**src/rtl/core/nested_zone_profiler_core_macros.svh**
```systemverilog
// ----------------------------------------------------------------------------
// nested zone profiler assertion macros
// clocked on clk, disabled while rst is high
// ----------------------------------------------------------------------------
`ifndef NESTED_ZONE_PROFILER_CORE_MACROS_SVH
`define NESTED_ZONE_PROFILER_CORE_MACROS_SVH

// same-cycle implication
`define NZP_ASSERT_NOW(label, cond, expr, msg) \
  label: assert property (@(posedge clk) disable iff (rst) (cond) |-> (expr)) \
    else $error(msg);

// next-cycle implication
`define NZP_ASSERT_NEXT(label, cond, expr, msg) \
  label: assert property (@(posedge clk) disable iff (rst) (cond) |=> (expr)) \
    else $error(msg);

`endif

```
**src/rtl/core/nzp_pkg.sv**
```systemverilog
// ----------------------------------------------------------------------------
// nzp_pkg
// types and codes shared by the nested zone profiler modules
// ----------------------------------------------------------------------------
package nzp_pkg;

  // zone numbers arrive on a 5-bit field
  localparam int ZONE_IDS = 32;

  typedef logic [1:0] kind_t;
  localparam kind_t KIND_ENTER = 2'd0;
  localparam kind_t KIND_EXIT  = 2'd1;
  localparam kind_t KIND_READ  = 2'd2;

  typedef logic [1:0] status_t;
  localparam status_t ST_OK    = 2'd0;
  localparam status_t ST_FULL  = 2'd1;
  localparam status_t ST_EMPTY = 2'd2;

  // decoded operation carried down the pipeline
  typedef enum logic [1:0] {
    OP_ENTER,
    OP_EXIT,
    OP_REPORT,
    OP_EMPTY
  } op_t;

  typedef struct packed {
    kind_t       kind;
    logic [4:0]  zone_id;
    logic [63:0] timestamp;
  } in_item_t;

  typedef struct packed {
    status_t     status;
    logic [31:0] hit_count;
    logic [63:0] excl_time;
    logic [63:0] incl_time;
    logic [7:0]  active_count;
    logic [7:0]  stack_depth;
  } out_item_t;

  typedef struct packed {
    logic [31:0] hits;
    logic [7:0]  active;
    logic [63:0] total;
  } zone_rec_t;

  // stage after the stack read
  typedef struct packed {
    op_t         op;
    status_t     status;
    logic [63:0] ts;
    logic [63:0] start;
    logic        has_parent;
    logic [7:0]  depth;
  } s1_t;

  // stage after the zone table read
  typedef struct packed {
    op_t         op;
    status_t     status;
    logic [63:0] dur;
    logic        has_parent;
    logic [7:0]  depth;
  } s2_t;

  // table writes: record and own time at the zone, child time at the parent
  typedef struct packed {
    logic        rec_we;
    logic        inc_we;
    logic        dec_we;
    zone_rec_t   rec;
    logic [63:0] inc;
    logic [63:0] dec;
  } zone_wr_t;

  typedef struct packed {
    zone_rec_t   rec;
    logic [63:0] inc;
    logic [63:0] dec_zone;
    logic [63:0] dec_parent;
  } zone_cur_t;

endpackage

```
**src/rtl/core/nzp_calc.sv**
```systemverilog
// ----------------------------------------------------------------------------
// nzp_calc
// counter update and result fields for the item in the second stage
// ----------------------------------------------------------------------------
module nzp_calc (
  input  nzp_pkg::s2_t       s2,
  input  logic               same_zone,
  input  nzp_pkg::zone_cur_t cur,
  output nzp_pkg::zone_wr_t  wr,
  output nzp_pkg::out_item_t res
);
  import nzp_pkg::*;

  zone_rec_t   rec_new;
  logic [63:0] own_add;

  always_comb begin
    rec_new   = cur.rec;
    own_add   = '0;
    wr.rec_we = 1'b0;
    wr.inc_we = 1'b0;
    wr.dec_we = 1'b0;
    case (s2.op)
      OP_ENTER: begin
        rec_new.hits   = cur.rec.hits + 32'd1;
        rec_new.active = cur.rec.active + 8'd1;
        wr.rec_we      = 1'b1;
      end
      OP_EXIT: begin
        rec_new.active = cur.rec.active - 8'd1;
        // only the outermost activation adds to total
        if (cur.rec.active == 8'd1) begin
          rec_new.total = cur.rec.total + s2.dur;
        end
        wr.rec_we = 1'b1;
        wr.inc_we = 1'b1;
        wr.dec_we = s2.has_parent;
        // a recursive parent of the same zone cancels the addition
        if (!(s2.has_parent && same_zone)) begin
          own_add = s2.dur;
        end
      end
      default: begin
        rec_new = cur.rec;
      end
    endcase
    wr.rec = rec_new;
    wr.inc = cur.inc + s2.dur;
    wr.dec = cur.dec_parent + s2.dur;
  end

  always_comb begin
    res.status      = s2.status;
    res.stack_depth = s2.depth;
    if (s2.op == OP_EMPTY) begin
      res.hit_count    = '0;
      res.excl_time    = '0;
      res.incl_time    = '0;
      res.active_count = '0;
    end else begin
      res.hit_count    = rec_new.hits;
      res.excl_time    = cur.inc - cur.dec_zone + own_add;
      res.incl_time    = rec_new.total;
      res.active_count = rec_new.active;
    end
  end

endmodule

```
**config.mk**
```make
export PLATFORM = sky130hd
export DESIGN_NAME = nzp_calc
export DESIGN_NICKNAME = d
export VERILOG_FILES = /design/src/rtl/core/nested_zone_profiler_core_macros.svh /design/src/rtl/core/nzp_pkg.sv /design/src/rtl/core/nzp_calc.sv
export SDC_FILE = /design/constraint.sdc
export NUM_CORES = 1
export LEC_CHECK = 0
export ABC_AREA = 1
export BUFFER_PORTS_ARGS = -buffer_cell sky130_fd_sc_hd__buf_2
export CAP_MARGIN = 20
export CORE_AREA = 2 2 305 307
export DETAILED_ROUTE_END_ITERATION = 10
export DIE_AREA = 0 0 307 309
export SYNTH_ARGS = -nofsm -noshare
export SYNTH_HDL_FRONTEND = slang
export SYNTH_SLANG_ARGS = --single-unit
```
**constraint.sdc**
```tcl
create_clock -name vclk -period 5.1
set_clock_uncertainty 0.05 [all_clocks]
set_input_delay 0.51 -clock vclk [all_inputs]
set_output_delay 0.51 -clock vclk [all_outputs]
set_load 0.03 [all_outputs]
```
==> results list, run 1 <==
- Area of combinational cells with multiple inputs: between 20000 and 25000 µm²
- The total overflow left after global routing is 0.
- Class of the tightest hold or removal check: primary input to output port
- STA classifies the critical path endpoint as an output port.
- Number of cell rows: 111
* Total number of vias: 36600
- Status: completed
- First-pass detailed-route iteration total: 5
- Slew Limit Headroom: roughly a fifth
- Ranked by total cell area, the synthesized netlist is headed by sky130_fd_sc_hd__nand2_1 21%, sky130_fd_sc_hd__inv_1 16%, sky130_fd_sc_hd__ha_1 13%.
* Biggest area consumer among synthesized cells: sky130_fd_sc_hd__nand2_1
* GR Util All Layers: 36.8%
* Combinational share of power: between 90% and 100%
- Number of antenna violations at the first check in global routing: 44
- Post-CTS setup buffers: 0
- Arrival time reported for the critical path endpoint: 4.29 ns
- Fin nets: about 6600
* Ports: 787
- The final count of hold timing violations was 0.
- Clk_buf instances: 0
* Post-Synthesis Net Count: 5830
- Averaged over all synthesized cells, the footprint is between 4 and 5 µm².
- Launching element type of the critical path: primary input
- In the synthesized netlist, the cells that appear most often are 1460 x sky130_fd_sc_hd__nand2_1, 1120 x sky130_fd_sc_hd__inv_1, 735 x sky130_fd_sc_hd__nor2_1.
* Total wirelength of the detailed-routed design: 184000 µm
- The critical path in this run is classified as primary input to output port.
* Number of filler cells placed in the layout: 11000
- The clock network is responsible for 0% of the overall power.
- Of the cells placed in the final design, the portion with a size suffix greater than 1 is 15.7%.
- For this run, the top clock speed supported by timing is between 200 and 250 MHz.
- Largest net degree at the start of global routing: 87
- Global-route wire length before repair: 247000 µm
- Endpoint required time on the critical path: 4.54 ns
- RSZ-0062 raised after global routing: false
- Count of flip-flops and latches: 0
* Cell Area, Synth: approximately 26000 µm²
- Number of violations of the max-capacitance limit: 0
- The placed instances occupy a cell area of 31300 µm².
* Sequential fraction of design power: 0%
* Area growth syn-to-layout: 22.6%
- The floorplan step defined a core boundary enclosing 91400 µm².
- The finished cells cover between 30000 and 40000 µm².
* Worst Tran Pin Value: 1.19 ns
- Number of warnings printed during yosys synthesis: 0
- In this run the worst path has a maximum fanout of slightly above 60.
* Number of instances in the synthesized netlist: 5133
- The number of pins with negative max-slew slack in the final report came to 0.
- The internal portion of the total power is 1.55 mW.
* Final weighted congestion in routability-driven placement: 1.06
- The share of the Yosys chip area taken by registers is 0%.
- Setup total negative slack on the finished layout was measured at 0 ns.
- Leakage dissipation: 18.2 nW
* Top-area cell type share of the netlist area: 21.4%
- Vertical die dimension: about 310 µm
- In this run switching power makes up 72.8% of total power.
- In this run the tool buffered the top-level ports with about 770 buffer cells.
- For this configuration, the core starts out at a cell density of 28.0%.
* DR WL/cell: 25.8 µm
* Number of hold-repair buffers added at the cts stage: 0
* DRC errors left: 0
- Final count of negative-setup-slack endpoints: 0
* Register area: 0 µm²
* Share of the cycle needed by the critical path after routing: 95.0%
* Max rail drop VDD: 0.000120 V
- Number of gates resized after CTS: 0
* Pwr per Cell Area: 181 nW/µm²
* Post-route minimum period: slightly below 5 ns
* Total net switching power: 4.14 mW
- Width of the chip: 307 µm
- The detail route stage leaves a number of antenna-violating nets equal to 0.
- Synthesis instantiated 44 different standard cells from the library.
* Half-perimeter wire length after placement: 165000 µm
* Initial DRC Count: 3479
- Via count normalized by instance count: 5.13
- Most frequent cell after synthesis: sky130_fd_sc_hd__nand2_1
- Number of global-route vias before repair: ~34000
- Die area: between 90000 and 100000 µm²
-- critical path, cell delays in order --
cell and delay (ns):
sky130_fd_sc_hd__buf_2 0.18, sky130_fd_sc_hd__inv_2 0.06, sky130_fd_sc_hd__nor2_4 0.10, sky130_fd_sc_hd__buf_12 0.24, sky130_fd_sc_hd__nand3_1 0.15, sky130_fd_sc_hd__fa_1 0.52, sky130_fd_sc_hd__inv_1 0.05, sky130_fd_sc_hd__ha_1 0.40
sky130_fd_sc_hd__nand2_1 0.13, sky130_fd_sc_hd__nor2_1 0.17, sky130_fd_sc_hd__inv_1 0.09, sky130_fd_sc_hd__nor2_1 0.18, sky130_fd_sc_hd__inv_1 0.09, sky130_fd_sc_hd__or2_2 0.31, sky130_fd_sc_hd__nand3_1 0.18, sky130_fd_sc_hd__nand2_1 0.11
sky130_fd_sc_hd__nand3_1 0.08, sky130_fd_sc_hd__nand2_1 0.05, sky130_fd_sc_hd__nor2_1 0.31, sky130_fd_sc_hd__buf_2 0.28
-- cells in the final DEF, fill, tap and decap left out, types with 4 or more instances in the layout --
| cell type | n |
|---|---|
| sky130_fd_sc_hd__fa_1 | 66 |
| sky130_fd_sc_hd__nand3b_1 | 18 |
| sky130_fd_sc_hd__a21o_1 | 23 |
| sky130_fd_sc_hd__o21ai_0 | 253 |
| sky130_fd_sc_hd__nand4_1 | 38 |
| sky130_fd_sc_hd__nor4_1 | 17 |
| sky130_fd_sc_hd__o211ai_1 | 9 |
| sky130_fd_sc_hd__xor2_1 | 111 |
| sky130_fd_sc_hd__a31oi_1 | 20 |
| sky130_fd_sc_hd__inv_1 | 1120 |
| sky130_fd_sc_hd__nor3_1 | 70 |
| sky130_fd_sc_hd__or2_2 | 55 |
| sky130_fd_sc_hd__o21bai_1 | 31 |
| sky130_fd_sc_hd__nand2_1 | 1458 |
| sky130_fd_sc_hd__a21oi_1 | 372 |
| sky130_fd_sc_hd__nor2_4 | 4 |
| sky130_fd_sc_hd__nor2_1 | 730 |
| sky130_fd_sc_hd__buf_2 | 767 |
| sky130_fd_sc_hd__ha_1 | 257 |
| sky130_fd_sc_hd__and2_1 | 7 |
| sky130_fd_sc_hd__nand2_2 | 5 |
| sky130_fd_sc_hd__o21a_1 | 17 |
| sky130_fd_sc_hd__inv_2 | 4 |
| sky130_fd_sc_hd__nand3_1 | 312 |
| sky130_fd_sc_hd__xnor2_1 | 40 |
| sky130_fd_sc_hd__diode_2 | 24 |
| sky130_fd_sc_hd__a21boi_0 | 12 |
| sky130_fd_sc_hd__buf_4 | 72 |
| sky130_fd_sc_hd__nor2_2 | 8 |
-- routing by layer --
metal  share of wire, %  wire length [µm]  global-route usage, %  vias up
li1                   -                 -                      -    17500
met1                 42             76900                   46.6    16900
met2                 43             79100                   58.4     1788
met3                9.1             16800                   8.66      388
met4                6.0             11000                   18.8       42
met5               0.15               275                      0        -
-- per-stage QoR --
stage               std cells  worst slack, ns  hold WS, ns  utilization [%]  power (mW)
detailed placement       7107            0.172        0.970             34.2        5.57
global placement         7107           0.0653        0.970             34.2        5.59
finish                   7131            0.253        0.970             34.3        5.68
floorplan                5133            0.556         1.10                -        3.36
CTS                      7107            0.174        0.970             34.2        5.59
global route             7114         0.000203        0.970             34.2        6.03
-- layout make-up --
type,count,area share (%)
Multi-Input combinational cell,3954,67.4
Antenna cell,24,0.192
Timing Repair Buffer,842,14.2
Inverter,1125,13.5
Tap cell,1186,4.74
-- power groups by stage --
stage	Clock [mW]	Sequential (mW)	Combinational, mW
2_1_floorplan	0	0	3.36
6_report	0.0000000472	0	5.68
3_5_place_dp	0	0	5.57
4_1_cts	0	0	5.59
3_3_place_gp	0	0	5.59
5_1_grt	0.0000000465	0	6.03
-- path summary, 6_finish.rpt --
check	from	endpoint	slack, ns	cells after the start
max	s2[75]	res[137]	0.25	20
min	s2[73]	res[176]	0.97	0
-- cells by family (layout without fill, tap and decap cells) --
group | after synthesis | count (layout) | synth area share [%]
AO/OA/AOI/OAI | 747 | 747 | 15.7
adder cells (fa/ha/maj) | 323 | 323 | 17.7
AND/OR/NAND/NOR | 2732 | 2732 | 43.8
XOR/XNOR | 152 | 152 | 5.24
buffers and inverters | 1179 | 1967 | 17.5
other | 0 | 24 | 0
No activity file was read; power rests on OpenSTA's default activity.
==> run 2, diff against run 1 <==
--- a/config.mk
+++ b/config.mk
@@ -11,6 +11,7 @@
 export CORE_AREA = 2 2 305 307
 export DETAILED_ROUTE_END_ITERATION = 10
 export DIE_AREA = 0 0 307 309
+export PLACE_DENSITY = 0.47
 export SYNTH_ARGS = -nofsm -noshare
 export SYNTH_HDL_FRONTEND = slang
 export SYNTH_SLANG_ARGS = --single-unit
==> constraint.sdc (replaced) <==
create_clock -name vclk -period 5.1
set_clock_uncertainty 0.05 [all_clocks]
set_input_delay 0.765 -clock vclk [all_inputs]
set_output_delay 0.765 -clock vclk [all_outputs]
set_load 0.03 [all_outputs]
==> results list, run 2 (same netlist as run 1, synthesis figures left out) <==
- Detailed placement ended at an HPWL of 167000 µm.
* Width of the chip: 307 µm
* Slew Limit Headroom: between 20% and 30%
- STA puts the critical path data arrival time at 4.23 ns.
- Highest clock frequency the design can meet: between 150 and 200 MHz
- Total wirelength of the detailed-routed design: 186000 µm
- Total number of vias: 36600
- In this run the vertical extent of the chip is 309 µm.
- Clock buffers in the final layout number 0.
- The flow ran to the end, and the final reports show no timing, DRC or antenna violations.
- The final count of hold timing violations came to 0.
* Number of hold-repair buffers added at the cts stage: 0
- The finished cells cover 32400 µm².
- Highest fanout seen on the critical path: 18
* Post-route minimum period: 5.04 ns
- After detailed routing, the number of remaining DRC violations is 0.
* Type of the worst setup path: primary input to output port
* Worst Tran Pin Value: 1.13 ns
* Effective utilization at floorplan: 28.0%
* Area growth syn-to-layout: 26.7%
- Commonest non-fill, non-tap cell in the layout: sky130_fd_sc_hd__nand2_1
- Number of violations of the max-capacitance limit: 0
- IO buf count: 767
- Most used cells in the layout excluding fill and tap cells: 1455 x sky130_fd_sc_hd__nand2_1, 1119 x sky130_fd_sc_hd__inv_1, 764 x sky130_fd_sc_hd__buf_2
* Number of global-route vias before repair: 34600
- The number of pins with negative max-slew slack in the final report was 0.
- Count of flip-flops and latches: 0
- Non-filler instance count after layout: 7235
- Setup repair after global routing could not meet its margin everywhere.
- Launching element type of the critical path: primary input
- In the final design database the tool counted 6723 nets.
- Core box area: 91400 µm²
* Number of cell rows: 111
- At the placement stage, the worst setup path has a slack of -0.192 ns.
- Final count of negative-setup-slack endpoints: 0
- Global-route wire length before repair: 251000 µm
* Class of the tightest hold or removal check: primary input to output port
- The die covers 94900 µm².
- Initial DRC Count: about 3200
- The number of antenna violations at the first check in global routing came to 56.
- After layout, the worst setup slack is 0.0573 ns.
* Critical Path Sink Type: output port
* Ports: roughly 790
- At the worst endpoint, the required time is roughly 4.3 ns.
* Total power draw: approximately 5.9 mW
* Largest net degree at the start of global routing: 66
* Via count normalized by instance count: roughly 5
- Instance area at placement: 32000 µm²
- At the end of routability-driven placement, the weighted congestion stood at between 1 and 1.5.
- VDD sags by at most between 0.0001 and 0.00015 V.
- In the final layout, the share of cells above drive strength 1 is 17.9%.
* Register area: 0 µm²
- Total congestion overflow: 0
- Dividing the final minimum period by the clock period gives 98.9%.
- Across every metal layer, demand over resource in global routing totals 37.2%.
- Leakage dissipation: 18.8 nW
* Setup TNS Final: 0 ns
- Pwr per Cell Area: 183 nW/µm²
- Placed insts: 7205
* DR WL/cell: approximately 26 µm
- First-pass detailed-route iteration total: 6
* Detail Route Antenna Nets: 0
==> run 2: cell types whose count changed in the layout (fill, tap and decap cells not counted), sizes merged <==
cell and delta:
diode +1, buf +97, clkbuf +6
==> run 2: critical path, stage by stage <==
cell and delay [ns]:
sky130_fd_sc_hd__buf_2 0.10, sky130_fd_sc_hd__inv_2 0.04, sky130_fd_sc_hd__nor2_4 0.18, sky130_fd_sc_hd__buf_4 0.20, sky130_fd_sc_hd__clkbuf_16 0.20, sky130_fd_sc_hd__nand3_1 0.10
sky130_fd_sc_hd__fa_1 0.50, sky130_fd_sc_hd__inv_1 0.04, sky130_fd_sc_hd__ha_1 0.34, sky130_fd_sc_hd__nand2_1 0.11, sky130_fd_sc_hd__nor2_1 0.21, sky130_fd_sc_hd__nand2_1 0.20
sky130_fd_sc_hd__nor2_2 0.17, sky130_fd_sc_hd__nand4_1 0.14, sky130_fd_sc_hd__nand3b_1 0.23, sky130_fd_sc_hd__o21ai_0 0.14, sky130_fd_sc_hd__a21oi_2 0.28, sky130_fd_sc_hd__clkbuf_4 0.27
==> run 2: area by class of cell <==
class                           instances  area [µm²]
Fill cell                           11000       59000
Multi-Input combinational cell       3954       21300
Timing Repair Buffer                  945        5290
Tap cell                             1186        1480
Antenna cell                           25        62.6
Inverter                             1125        4230
==> run 2: power by group <==
part	switching (mW)	internal, mW
Combinational	4.21	1.70
Sequential	0	0
Clock	0	0.000000221
Total	4.21	1.70
==> run 2: routing by layer <==
layer | global-route usage [%] | part of all wire, % | wire length (µm) | up-vias
met5 | 0 | 0.14 | 255 | -
met4 | 19.4 | 6.3 | 11700 | 40
met3 | 6.75 | 7.5 | 14100 | 372
met2 | 62.7 | 45 | 84500 | 1628
met1 | 45.2 | 41 | 75800 | 16800
li1 | - | - | - | 17700
==> run 2: final timing paths <==
kind	start	slack (ns)	depth (start not counted)	to
max	s2[75]	0.06	18	res[116]
min	s2[73]	1.48	0	res[176]
==> run 2: stage by stage <==
stage | util [%] | hold slack, ns
3_5_place_dp | 35.0 | 1.48
5_1_grt | 35.4 | 1.48
4_1_cts | 35.0 | 1.48
3_3_place_gp | 35.0 | 1.48
6_report | 35.4 | 1.48
2_1_floorplan | - | 1.61
==> run 2: what timing repair did <==
item / 4_1_cts / 5_1_grt
pin swaps: 0 / 3
cloned: 0 / 4
setup buffers: 0 / 1
setup endpoints to repair: 3 / 34
resized for setup: 4 / 74
